### config.mk
export PLATFORM = sky130hd
export DESIGN_NAME = tlb_page_table_translator_flat
export DESIGN_NICKNAME = d
export VERILOG_FILES = /design/src/rtl/tlbpt_pkg.sv /design/src/rtl/tlbpt_in_if.sv /design/src/rtl/tlbpt_out_if.sv /design/src/rtl/tlbpt_ram.sv /design/src/rtl/tlbpt_front.sv /design/src/rtl/tlbpt_queue.sv /design/src/rtl/tlbpt_back.sv /design/src/rtl/tlb_page_table_translator.sv /design/src/flat_wrapper.sv
export SDC_FILE = /design/constraint.sdc
export NUM_CORES = 2
export LEC_CHECK = 0
export BUFFER_PORTS_ARGS = -buffer_cell sky130_fd_sc_hd__buf_2
export CAP_MARGIN = 10
export CORE_MARGIN = 4
export CORE_UTILIZATION = 30
export DETAILED_ROUTE_END_ITERATION = 8
export PLACE_DENSITY = 0.4
export SETUP_SLACK_MARGIN = 0.3
export SYNTH_ARGS = -nofsm -noshare
export SYNTH_HDL_FRONTEND = slang
export SYNTH_SLANG_ARGS = --single-unit
### constraint.sdc
create_clock -name clk -period 17.4 [get_ports clk]
set_clock_uncertainty 0.1 [all_clocks]
set_input_delay 0.87 -clock clk [delete_from_list [all_inputs] [get_ports clk]]
set_output_delay 0.87 -clock clk [all_outputs]
set_load 0.005 [all_outputs]
### src/rtl/tlbpt_pkg.sv
// Shared constants for the TLB and page-table translator.
`default_nettype none

package tlbpt_pkg;

    localparam int ADDR_W          = 16;
    localparam int COUNT_W         = 16;
    localparam int TLB_ENTRIES_DEF = 16;
    localparam int PAGE_BITS_DEF   = 8;
    localparam int OFFSET_BITS_DEF = 8;
    localparam int QUEUE_DEPTH_DEF = 2;

endpackage

`default_nettype wire

### src/rtl/tlbpt_in_if.sv
// Address request channel: one logical address per beat.
`default_nettype none

interface tlbpt_in_if;

    logic                          valid;
    logic                          ready;
    logic [tlbpt_pkg::ADDR_W-1:0]  logical_address;

    modport source (output valid, output logical_address, input ready);
    modport sink   (input valid, input logical_address, output ready);

endinterface

`default_nettype wire

### src/rtl/tlbpt_out_if.sv
// Translation result channel: physical address, flags and running totals per beat.
`default_nettype none

interface tlbpt_out_if;

    logic                          valid;
    logic                          ready;
    logic [tlbpt_pkg::ADDR_W-1:0]  physical_address;
    logic                          tlb_hit;
    logic                          page_fault;
    logic [tlbpt_pkg::COUNT_W-1:0] hit_count;
    logic [tlbpt_pkg::COUNT_W-1:0] fault_count;

    modport source (output valid, output physical_address, output tlb_hit,
                    output page_fault, output hit_count, output fault_count,
                    input ready);
    modport sink   (input valid, input physical_address, input tlb_hit,
                    input page_fault, input hit_count, input fault_count,
                    output ready);

endinterface

`default_nettype wire

### src/rtl/tlbpt_ram.sv
// Generic simple dual-port RAM, one write and one registered read per cycle.
`default_nettype none

module tlbpt_ram #(
    parameter int WIDTH = 8,
    parameter int DEPTH = 256
) (
    input  wire logic                     clk,
    input  wire logic                     we,
    input  wire logic [$clog2(DEPTH)-1:0] waddr,
    input  wire logic [WIDTH-1:0]         wdata,
    input  wire logic [$clog2(DEPTH)-1:0] raddr,
    output      logic [WIDTH-1:0]         rdata
);

    logic [WIDTH-1:0] mem_reg [DEPTH];
    logic [WIDTH-1:0] rdata_reg;

    always_ff @(posedge clk)
    begin
        if (we)
        begin
            mem_reg[waddr] <= wdata;
        end
        rdata_reg <= mem_reg[raddr];
    end

    assign rdata = rdata_reg;

endmodule

`default_nettype wire

### src/rtl/tlbpt_front.sv
// Front end: accepts addresses, searches the TLB and refills it after a miss.
`default_nettype none

module tlbpt_front #(
    parameter int TLB_ENTRIES = tlbpt_pkg::TLB_ENTRIES_DEF,
    parameter int PAGE_BITS   = tlbpt_pkg::PAGE_BITS_DEF,
    parameter int OFFSET_BITS = tlbpt_pkg::OFFSET_BITS_DEF,
    localparam int QW         = 2 * PAGE_BITS + OFFSET_BITS + 1
) (
    input  wire logic                 clk,
    input  wire logic                 rst_n,
    tlbpt_in_if.sink                  request,
    output      logic                 q_push_valid,
    input  wire logic                 q_push_ready,
    output      logic [QW-1:0]        q_push_data,
    input  wire logic                 fill_valid,
    input  wire logic [PAGE_BITS-1:0] fill_frame
);

    localparam int PTR_W = $clog2(TLB_ENTRIES);

    logic [PAGE_BITS-1:0]   tag_reg   [TLB_ENTRIES];
    logic [PAGE_BITS-1:0]   frame_reg [TLB_ENTRIES];
    logic [TLB_ENTRIES-1:0] valid_reg;
    logic [PTR_W-1:0]       ptr_reg;
    logic [PTR_W-1:0]       ptr_next;
    logic                   wait_fill_reg;
    logic                   wait_fill_next;
    logic [PAGE_BITS-1:0]   miss_page_reg;

    logic [PAGE_BITS-1:0]   page;
    logic [OFFSET_BITS-1:0] offset;
    logic                   hit;
    logic [PAGE_BITS-1:0]   hit_frame;
    logic                   accept;

    assign page   = PAGE_BITS'(request.logical_address >> OFFSET_BITS);
    assign offset = OFFSET_BITS'(request.logical_address);

    // lowest matching slot wins
    always_comb
    begin
        hit       = 1'b0;
        hit_frame = '0;
        for (int i = TLB_ENTRIES - 1; i >= 0; i--)
        begin
            if (valid_reg[i] && (tag_reg[i] == page))
            begin
                hit       = 1'b1;
                hit_frame = frame_reg[i];
            end
        end
    end

    assign request.ready = !wait_fill_reg && q_push_ready;
    assign accept        = request.valid && request.ready;
    assign q_push_valid  = request.valid && !wait_fill_reg;
    assign q_push_data   = {page, offset, hit_frame, hit};

    assign ptr_next = (ptr_reg == PTR_W'(TLB_ENTRIES - 1)) ? '0 : ptr_reg + 1'b1;

    always_comb
    begin
        wait_fill_next = wait_fill_reg;
        if (accept && !hit)
        begin
            wait_fill_next = 1'b1;
        end
        else if (fill_valid)
        begin
            wait_fill_next = 1'b0;
        end
    end

    always_ff @(posedge clk or negedge rst_n)
    begin
        if (!rst_n)
        begin
            valid_reg     <= '0;
            ptr_reg       <= '0;
            wait_fill_reg <= 1'b0;
        end
        else
        begin
            wait_fill_reg <= wait_fill_next;
            if (fill_valid)
            begin
                valid_reg[ptr_reg] <= 1'b1;
                ptr_reg            <= ptr_next;
            end
        end
    end

    always_ff @(posedge clk)
    begin
        if (accept && !hit)
        begin
            miss_page_reg <= page;
        end
        if (fill_valid)
        begin
            tag_reg[ptr_reg]   <= miss_page_reg;
            frame_reg[ptr_reg] <= fill_frame;
        end
    end

    a_fill_only_when_waiting: assert property (@(posedge clk) disable iff (!rst_n)
        fill_valid |-> wait_fill_reg)
        else $error("TLB refill without an outstanding miss");

    a_miss_blocks_intake: assert property (@(posedge clk) disable iff (!rst_n)
        (accept && !hit) |=> !request.ready)
        else $error("new address taken before TLB refill");

endmodule

`default_nettype wire

### src/rtl/tlbpt_queue.sv
// Short FIFO between the front end and the page-table back end.
`default_nettype none

module tlbpt_queue #(
    parameter int WIDTH = 8,
    parameter int DEPTH = tlbpt_pkg::QUEUE_DEPTH_DEF
) (
    input  wire logic             clk,
    input  wire logic             rst_n,
    input  wire logic             push_valid,
    output      logic             push_ready,
    input  wire logic [WIDTH-1:0] push_data,
    output      logic             pop_valid,
    input  wire logic             pop_ready,
    output      logic [WIDTH-1:0] pop_data
);

    localparam int IW = $clog2(DEPTH);
    localparam int CW = $clog2(DEPTH + 1);

    logic [WIDTH-1:0] slot_reg [DEPTH];
    logic [IW-1:0]    wr_ptr_reg;
    logic [IW-1:0]    rd_ptr_reg;
    logic [CW-1:0]    count_reg;
    logic [CW-1:0]    count_next;
    logic             push;
    logic             pop;

    assign push_ready = (count_reg != CW'(DEPTH));
    assign pop_valid  = (count_reg != '0);
    assign pop_data   = slot_reg[rd_ptr_reg];
    assign push       = push_valid && push_ready;
    assign pop        = pop_valid && pop_ready;

    always_comb
    begin
        case ({push, pop})
            2'b10:   count_next = count_reg + 1'b1;
            2'b01:   count_next = count_reg - 1'b1;
            default: count_next = count_reg;
        endcase
    end

    always_ff @(posedge clk or negedge rst_n)
    begin
        if (!rst_n)
        begin
            wr_ptr_reg <= '0;
            rd_ptr_reg <= '0;
            count_reg  <= '0;
        end
        else
        begin
            count_reg <= count_next;
            if (push)
            begin
                wr_ptr_reg <= (wr_ptr_reg == IW'(DEPTH - 1)) ? '0 : wr_ptr_reg + 1'b1;
            end
            if (pop)
            begin
                rd_ptr_reg <= (rd_ptr_reg == IW'(DEPTH - 1)) ? '0 : rd_ptr_reg + 1'b1;
            end
        end
    end

    always_ff @(posedge clk)
    begin
        if (push)
        begin
            slot_reg[wr_ptr_reg] <= push_data;
        end
    end

    a_count_bounded: assert property (@(posedge clk) disable iff (!rst_n)
        count_reg <= CW'(DEPTH))
        else $error("queue occupancy out of range");

endmodule

`default_nettype wire

### src/rtl/tlbpt_back.sv
// Back end: page-table walk, frame allocation, totals and the result register.
`default_nettype none

module tlbpt_back #(
    parameter int PAGE_BITS   = tlbpt_pkg::PAGE_BITS_DEF,
    parameter int OFFSET_BITS = tlbpt_pkg::OFFSET_BITS_DEF,
    localparam int QW         = 2 * PAGE_BITS + OFFSET_BITS + 1
) (
    input  wire logic                 clk,
    input  wire logic                 rst_n,
    input  wire logic                 q_pop_valid,
    output      logic                 q_pop_ready,
    input  wire logic [QW-1:0]        q_pop_data,
    output      logic                 fill_valid,
    output      logic [PAGE_BITS-1:0] fill_frame,
    tlbpt_out_if.source               result
);

    localparam int AW        = tlbpt_pkg::ADDR_W;
    localparam int CNTW      = tlbpt_pkg::COUNT_W;
    localparam int NUM_PAGES = 1 << PAGE_BITS;
    localparam int PTE_W     = PAGE_BITS + 1;

    typedef enum logic [2:0] {
        ST_CLEAR = 3'b001,
        ST_IDLE  = 3'b010,
        ST_READ  = 3'b100
    } back_state_t;

    back_state_t            state_reg;
    back_state_t            state_next;
    logic [PAGE_BITS-1:0]   clr_reg;
    logic [PAGE_BITS-1:0]   clr_next;
    logic [PAGE_BITS:0]     frames_reg;
    logic [PAGE_BITS:0]     frames_next;
    logic [CNTW-1:0]        hit_total_reg;
    logic [CNTW-1:0]        hit_total_next;
    logic [CNTW-1:0]        fault_total_reg;
    logic [CNTW-1:0]        fault_total_next;
    logic [PAGE_BITS-1:0]   page_reg;
    logic [OFFSET_BITS-1:0] offset_reg;
    logic                   out_valid_reg;
    logic                   out_valid_next;
    logic [AW-1:0]          phys_reg;
    logic                   hit_reg;
    logic                   fault_reg;

    logic [PAGE_BITS-1:0]   q_page;
    logic [OFFSET_BITS-1:0] q_offset;
    logic [PAGE_BITS-1:0]   q_frame;
    logic                   q_hit;

    logic                   ram_we;
    logic [PAGE_BITS-1:0]   ram_waddr;
    logic [PTE_W-1:0]       ram_wdata;
    logic [PAGE_BITS-1:0]   ram_raddr;
    logic [PTE_W-1:0]       ram_rdata;

    logic                   out_free;
    logic                   emit;
    logic [PAGE_BITS-1:0]   emit_frame;
    logic [OFFSET_BITS-1:0] emit_offset;
    logic                   emit_hit;
    logic                   emit_fault;
    logic                   pte_mapped;
    logic [PAGE_BITS-1:0]   miss_frame;

    assign q_page   = q_pop_data[QW-1 -: PAGE_BITS];
    assign q_offset = q_pop_data[QW-PAGE_BITS-1 -: OFFSET_BITS];
    assign q_frame  = q_pop_data[PAGE_BITS:1];
    assign q_hit    = q_pop_data[0];

    // page-table entry: mapped flag above the frame number
    tlbpt_ram #(
        .WIDTH (PTE_W),
        .DEPTH (NUM_PAGES)
    ) u_page_table (
        .clk   (clk),
        .we    (ram_we),
        .waddr (ram_waddr),
        .wdata (ram_wdata),
        .raddr (ram_raddr),
        .rdata (ram_rdata)
    );

    assign ram_raddr  = (state_reg == ST_READ) ? page_reg : q_page;
    assign pte_mapped = ram_rdata[PAGE_BITS];
    assign miss_frame = pte_mapped ? ram_rdata[PAGE_BITS-1:0] : frames_reg[PAGE_BITS-1:0];
    assign out_free   = !out_valid_reg || result.ready;
    assign fill_frame = miss_frame;

    always_comb
    begin
        state_next       = state_reg;
        clr_next         = clr_reg;
        frames_next      = frames_reg;
        hit_total_next   = hit_total_reg;
        fault_total_next = fault_total_reg;
        q_pop_ready      = 1'b0;
        fill_valid       = 1'b0;
        ram_we           = 1'b0;
        ram_waddr        = page_reg;
        ram_wdata        = {1'b1, miss_frame};
        emit             = 1'b0;
        emit_frame       = q_frame;
        emit_offset      = q_offset;
        emit_hit         = 1'b1;
        emit_fault       = 1'b0;

        unique case (state_reg)
            ST_CLEAR:
            begin
                ram_we    = 1'b1;
                ram_waddr = clr_reg;
                ram_wdata = '0;
                clr_next  = clr_reg + 1'b1;
                if (clr_reg == '1)
                begin
                    state_next = ST_IDLE;
                end
            end
            ST_IDLE:
            begin
                if (q_pop_valid)
                begin
                    if (q_hit)
                    begin
                        if (out_free)
                        begin
                            q_pop_ready    = 1'b1;
                            emit           = 1'b1;
                            hit_total_next = (hit_total_reg == '1) ? hit_total_reg
                                                                   : hit_total_reg + 1'b1;
                        end
                    end
                    else
                    begin
                        q_pop_ready = 1'b1;
                        state_next  = ST_READ;
                    end
                end
            end
            ST_READ:
            begin
                if (out_free)
                begin
                    emit        = 1'b1;
                    emit_frame  = miss_frame;
                    emit_offset = offset_reg;
                    emit_hit    = 1'b0;
                    emit_fault  = !pte_mapped;
                    fill_valid  = 1'b1;
                    state_next  = ST_IDLE;
                    if (!pte_mapped)
                    begin
                        ram_we           = 1'b1;
                        fault_total_next = (fault_total_reg == '1) ? fault_total_reg
                                                                   : fault_total_reg + 1'b1;
                        if (!frames_reg[PAGE_BITS])
                        begin
                            frames_next = frames_reg + 1'b1;
                        end
                    end
                end
            end
            default:
            begin
                state_next = ST_CLEAR;
            end
        endcase
    end

    always_comb
    begin
        out_valid_next = out_valid_reg;
        if (emit)
        begin
            out_valid_next = 1'b1;
        end
        else if (result.ready)
        begin
            out_valid_next = 1'b0;
        end
    end

    always_ff @(posedge clk or negedge rst_n)
    begin
        if (!rst_n)
        begin
            state_reg       <= ST_CLEAR;
            clr_reg         <= '0;
            frames_reg      <= '0;
            hit_total_reg   <= '0;
            fault_total_reg <= '0;
            out_valid_reg   <= 1'b0;
        end
        else
        begin
            state_reg       <= state_next;
            clr_reg         <= clr_next;
            frames_reg      <= frames_next;
            hit_total_reg   <= hit_total_next;
            fault_total_reg <= fault_total_next;
            out_valid_reg   <= out_valid_next;
        end
    end

    always_ff @(posedge clk)
    begin
        if (q_pop_ready && !q_hit)
        begin
            page_reg   <= q_page;
            offset_reg <= q_offset;
        end
        if (emit)
        begin
            phys_reg  <= AW'({emit_frame, emit_offset});
            hit_reg   <= emit_hit;
            fault_reg <= emit_fault;
        end
    end

    assign result.valid            = out_valid_reg;
    assign result.physical_address = phys_reg;
    assign result.tlb_hit          = hit_reg;
    assign result.page_fault       = fault_reg;
    assign result.hit_count        = hit_total_reg;
    assign result.fault_count      = fault_total_reg;

    a_faults_match_frames: assert property (@(posedge clk) disable iff (!rst_n)
        fault_total_reg == CNTW'(frames_reg))
        else $error("fault total and frame allocator disagree");

    a_fill_with_result: assert property (@(posedge clk) disable iff (!rst_n)
        fill_valid |=> (result.valid && !result.tlb_hit))
        else $error("TLB refill without a miss result");

endmodule

`default_nettype wire

### src/rtl/tlb_page_table_translator.sv
// Top level of the TLB and page-table address translator.
// Each beat on request carries a 16-bit logical address; the page field is looked up in a
// fully associative TLB of TLB_ENTRIES slots and, on a miss, in a page table of
// 2^PAGE_BITS entries held in RAM. An unmapped page is given the next free frame (frames are
// never released), and every miss refills the TLB slot under a FIFO pointer. Each result beat
// gives the physical address, hit and fault flags and saturating 16-bit hit and fault totals.
// A TLB hit is answered in ST_IDLE, so hits stream at one beat per cycle while results are
// taken; a miss goes through ST_READ for the registered page-table RAM read and the TLB
// refill, during which no new address is taken. After reset the page table is swept clear,
// one entry a cycle, all 2^PAGE_BITS entries (256 by default); the TLB starts empty, so only
// the first address is taken during the sweep and no result appears until it ends.
`default_nettype none

module tlb_page_table_translator #(
    parameter int TLB_ENTRIES = tlbpt_pkg::TLB_ENTRIES_DEF,
    parameter int PAGE_BITS   = tlbpt_pkg::PAGE_BITS_DEF,
    parameter int OFFSET_BITS = tlbpt_pkg::OFFSET_BITS_DEF,
    parameter int QUEUE_DEPTH = tlbpt_pkg::QUEUE_DEPTH_DEF
) (
    input  wire logic   clk,
    input  wire logic   rst_n,
    tlbpt_in_if.sink    request,
    tlbpt_out_if.source result
);

    localparam int QW = 2 * PAGE_BITS + OFFSET_BITS + 1;

    logic                 push_valid;
    logic                 push_ready;
    logic [QW-1:0]        push_data;
    logic                 pop_valid;
    logic                 pop_ready;
    logic [QW-1:0]        pop_data;
    logic                 fill_valid;
    logic [PAGE_BITS-1:0] fill_frame;

    tlbpt_front #(
        .TLB_ENTRIES (TLB_ENTRIES),
        .PAGE_BITS   (PAGE_BITS),
        .OFFSET_BITS (OFFSET_BITS)
    ) u_front (
        .clk          (clk),
        .rst_n        (rst_n),
        .request      (request),
        .q_push_valid (push_valid),
        .q_push_ready (push_ready),
        .q_push_data  (push_data),
        .fill_valid   (fill_valid),
        .fill_frame   (fill_frame)
    );

    tlbpt_queue #(
        .WIDTH (QW),
        .DEPTH (QUEUE_DEPTH)
    ) u_queue (
        .clk        (clk),
        .rst_n      (rst_n),
        .push_valid (push_valid),
        .push_ready (push_ready),
        .push_data  (push_data),
        .pop_valid  (pop_valid),
        .pop_ready  (pop_ready),
        .pop_data   (pop_data)
    );

    tlbpt_back #(
        .PAGE_BITS   (PAGE_BITS),
        .OFFSET_BITS (OFFSET_BITS)
    ) u_back (
        .clk         (clk),
        .rst_n       (rst_n),
        .q_pop_valid (pop_valid),
        .q_pop_ready (pop_ready),
        .q_pop_data  (pop_data),
        .fill_valid  (fill_valid),
        .fill_frame  (fill_frame),
        .result      (result)
    );

endmodule

`default_nettype wire
### src/flat_wrapper.sv
// flat-port wrapper written by rule: the top's interface ports become plain ports
module tlb_page_table_translator_flat 
#(
    parameter int TLB_ENTRIES = tlbpt_pkg::TLB_ENTRIES_DEF,
    parameter int PAGE_BITS   = tlbpt_pkg::PAGE_BITS_DEF,
    parameter int OFFSET_BITS = tlbpt_pkg::OFFSET_BITS_DEF,
    parameter int QUEUE_DEPTH = tlbpt_pkg::QUEUE_DEPTH_DEF
)
  (clk, rst_n, request_valid, request_logical_address, request_ready, result_valid, result_physical_address, result_tlb_hit, result_page_fault, result_hit_count, result_fault_count, result_ready);
  tlbpt_in_if request_i ();
  tlbpt_out_if result_i ();
  input  wire logic clk;
  input  wire logic rst_n;
  input wire logic [$bits(request_i.valid)-1:0] request_valid;
  input wire logic [$bits(request_i.logical_address)-1:0] request_logical_address;
  output wire logic [$bits(request_i.ready)-1:0] request_ready;
  output wire logic [$bits(result_i.valid)-1:0] result_valid;
  output wire logic [$bits(result_i.physical_address)-1:0] result_physical_address;
  output wire logic [$bits(result_i.tlb_hit)-1:0] result_tlb_hit;
  output wire logic [$bits(result_i.page_fault)-1:0] result_page_fault;
  output wire logic [$bits(result_i.hit_count)-1:0] result_hit_count;
  output wire logic [$bits(result_i.fault_count)-1:0] result_fault_count;
  input wire logic [$bits(result_i.ready)-1:0] result_ready;
  assign request_i.valid = request_valid;
  assign request_i.logical_address = request_logical_address;
  assign request_ready = request_i.ready;
  assign result_valid = result_i.valid;
  assign result_physical_address = result_i.physical_address;
  assign result_tlb_hit = result_i.tlb_hit;
  assign result_page_fault = result_i.page_fault;
  assign result_hit_count = result_i.hit_count;
  assign result_fault_count = result_i.fault_count;
  assign result_i.ready = result_ready;
  tlb_page_table_translator #(.TLB_ENTRIES(TLB_ENTRIES), .PAGE_BITS(PAGE_BITS), .OFFSET_BITS(OFFSET_BITS), .QUEUE_DEPTH(QUEUE_DEPTH)) u_core (.clk(clk), .rst_n(rst_n), .request(request_i), .result(result_i));
endmodule
==> results.env <==
GLOBAL_ROUTE.OVERFLOW_TOTAL=0
WORSTPATHARRIVAL_PS=7410
DIE_H_UM=610
MIN_PERIOD_PS=6680
AVGROUTEDWIREPERCELL_UM=27.8
NETLIST_TOP_CELLS_AREA='edfxtp_1 (73%), nand2_1 (5.8%), mux2i_1 (3.5%), a21oi_1 (2.0%), nand3_1 (2.0%)'
DIE_W_UM=610
SYNTH_FF_TYPE='edfxtp_1'
N_FILL_CELL=34500
TIMING.CRITICAL_PATH.REQUIRED_PS=18130
LAYOUT.CORE_UTILIZATION_PCT=34.7
SYNTH.CELL_AREA_UM2=109000
STATUS='complete, no violations'
SETUP_VIOL=0
GLOBAL_ROUTE.USAGE.TOTAL_PCT=18.7
CORE_REGION_AREA_UM2=360000
CTS_MAX_LEVEL=5
TIMING.CRITICAL_PATH.FROM_TYPE='flop'
YOSYSSEQAREASHARE_PCT=75.1
POST-ROUTE-PERIOD-UTIL_PCT=38.4
ANTENNA_VIOLATING_NETS_POST_ROUTE=0
CRITPATHCAPTURETYPE='flop'
CLKLATENCYLATEPIN_PS=920
TIMING.MAX_SLEW.REL_SLACK_PCT=11.4
SYNTH.LIB_CELLS_USED.DISTINCT=75
GRT_ANTENNA_BEFORE_REPAIR=23
DESIGN.PORTCOUNT=72
ROUTED_WL_MM=358
CTS_BUFFERS=313
HOLD-WORST-SLACK_PS=95.7
SYNTHTOPCELLSBYCOUNT='edfxtp_1 (2652), nand2_1 (1691), a21oi_1 (434)'
CLKTRANSATPATHREGS_PS=60
CLOCKBUFFERDEPTH=4
MET1_USAGE_PCT=26.1
POSTSYNTHAREAPERCELL_UM2=14.1
FMAX_GHz=0.150
SETUP_TNS_PS=0
SYNTH.LARGEST_AREA_CELL='edfxtp_1'
DETAILEDROUTE.FIRSTITERATIONVIOLATIONS=5879
POST_ROUTE_CELLS_DRIVE_ABOVE_1_SHARE_PCT=9.76
FLOORPLAN.INITIALDENSITY_PCT=30.2
PWR_CELL_AREA_nW_PER_UM2=113
GRT_PASS1_VIAS=64100
GRT_MOST_USED_LAYER='met2'
PLACEMENTROWS=220
NETLIST.AREA_LEADER.SHARE_PCT=73.2
HPWL_MM=202
IR_DROP_mV=0.0737
SLEW_VIOL_FINAL=0
IO_BUFFERS=71
CTS.SINK_COUNT=2739
RSZ0062_AT_GRT='no'
YOSYS_WARNINGS=0
GRT.MET2_USAGE_PCT=30.5
SYNTHESIS.NETS=7754
AREA_OF_THE_MULTI_INPUT_GATES_UM2=25100
GP_CONGESTION=0.777
SYNTH-EDFF-COUNT=2652
MAX_CAP_VIOL_COUNT=0
LARGEST_REGISTER_FFS=2304
KIND_OF_PATH_BEHIND_THE_TIGHTEST_HOLD_CHECK='in2reg'
VIAS=65200
DETAIL_ROUTE.VIAS_PER_CELL=5.07
FINALHOLDVIOLCOUNT=0
CP_MAX_FO=138
FIRST_PASS_ITERS=5
SYNTH_SEQ_CELLS=2739
POSTCTSSETUPBUFFERS=0
SYN-INSTANCE-COUNT=7725
CRITICALPATHCATEGORY='reg2reg'
LEAKAGE_nW=43.5
CLK_ROOT_BUFFER_CELL='clkbuf_16'
DIEAREA_UM2=373000
AREA_GROWTH_SYN_TO_FIN_PCT=14.8
YOSYSMOSTFREQUENTCELL='edfxtp_1'
SEQCELLAREA_UM2=81800
WORST_SLEW_PIN_SLEW_PS=1330
GRT_PASS1_WL_MM=505
GR_UTIL_MET3_PCT=2.62
PIN_COUNT_OF_THE_BIGGEST_NET_ENTERING_GLOBAL_ROUTING=165
POST-ROUTE-DRC-COUNT=0
POST_LAYOUT_NET_COUNT=7847
SYNTH_ASYNC_SR_FLOP_SHARE_PCT=2.85
TRITONCTS='yes'
-- final cells by class --
class	instances	share of cell area, %
well taps	4773	4.78
flip-flops and latches	2739	65.4
multi-input cells	4479	20.1
repair buffers	251	1.59
diodes	16	0.0320
inverters	34	0.108
clock buffers	413	6.89
clock inverters	148	1.13
-- metal layers --
layer	vias to the layer above	routed length, µm
met2	1740	170000
met1	33800	161000
li1	29200	-
met3	451	17300
met5	-	13
met4	2	8990
-- kinds of logic after synthesis --
group	count (synthesis)	synth area share (%)
xor+xnor	178	1.43
buf+inv	507	2.21
flops	2739	75.1
simple gates	2842	11.2
compound gates	1030	6.03
fa+ha+maj	9	0.103
mux	420	3.92
-- worst max-delay path, stage by stage (launching register included) --
cell and delay, ps:
dfrtp_1 470, nor4b_1 670, a21o_4 590, buf_4 590, buf_12 580, buf_12 600
mux2i_1 180, o221ai_1 380, a32oi_1 200, o22ai_1 990, o2111ai_1 610, mux2i_1 270
-- per-stage QoR --
stage	instance area, µm²	cells	setup WS, ps	total power [W]
after global placement	115000	12300	10700	0.00771
after floorplan	109000	7725	8770	0.00751
after global routing	125000	12800	10660	0.0146
final	125000	12900	10720	0.0141
after CTS	125000	12800	10860	0.0143
after detailed placement	115000	12300	10880	0.00771
-- power breakdown --
part / internal [W] / switching (W) / leakage [nW]
sequential: 0.00715 / 0.0000226 / 29.1
clock: 0.00385 / 0.00270 / 4.89
combinational: 0.0000936 / 0.000299 / 9.54
total: 0.0111 / 0.00302 / 43.5
-- final timing paths --
kind,start,endpoint,slack [ps],cells past startpoint
hold / removal,request_logical_address[2],u_core.u_queue.slot_reg[1][11],100,1
hold reg to reg,u_core.u_front.valid_reg[12],u_core.u_front.valid_reg[12],370,1
max in group asynchronous,rst_n,u_core.u_back.result.hit_count[9],15620,3
min in group asynchronous,rst_n,u_core.u_front.valid_reg[3],330,2
setup reg to reg,u_core.u_back.state_reg[1],u_core.u_back.u_page_table.rdata[1],10720,11
setup / recovery,u_core.u_back.state_reg[1],u_core.u_back.u_page_table.rdata[1],10720,11
-- what timing repair did --
action                                 4_1_cts  5_1_grt
endpoints found under the hold margin       30        0
hold buffers                                 8        0
resized for setup                            0        0
setup endpoints to repair                    0        0
-- layout by cell type (no fill, tap or decap), drive strengths merged, types with 25 or more instances in the layout --
master,n
a21oi,437
a311oi,70
a31oi,47
a32oi,61
and3,55
buf,243
bufinv,25
clkbuf,413
clkinv,107
dfrtp,77
edfxtp,2652
inv,45
mux2,33
mux2i,386
nand2,1691
nand3,429
nand4,42
nor2,342
nor3,43
nor4,151
o21ai,84
o221ai,70
o22ai,154
xnor2,154
(Power assumes the default switching activity.)
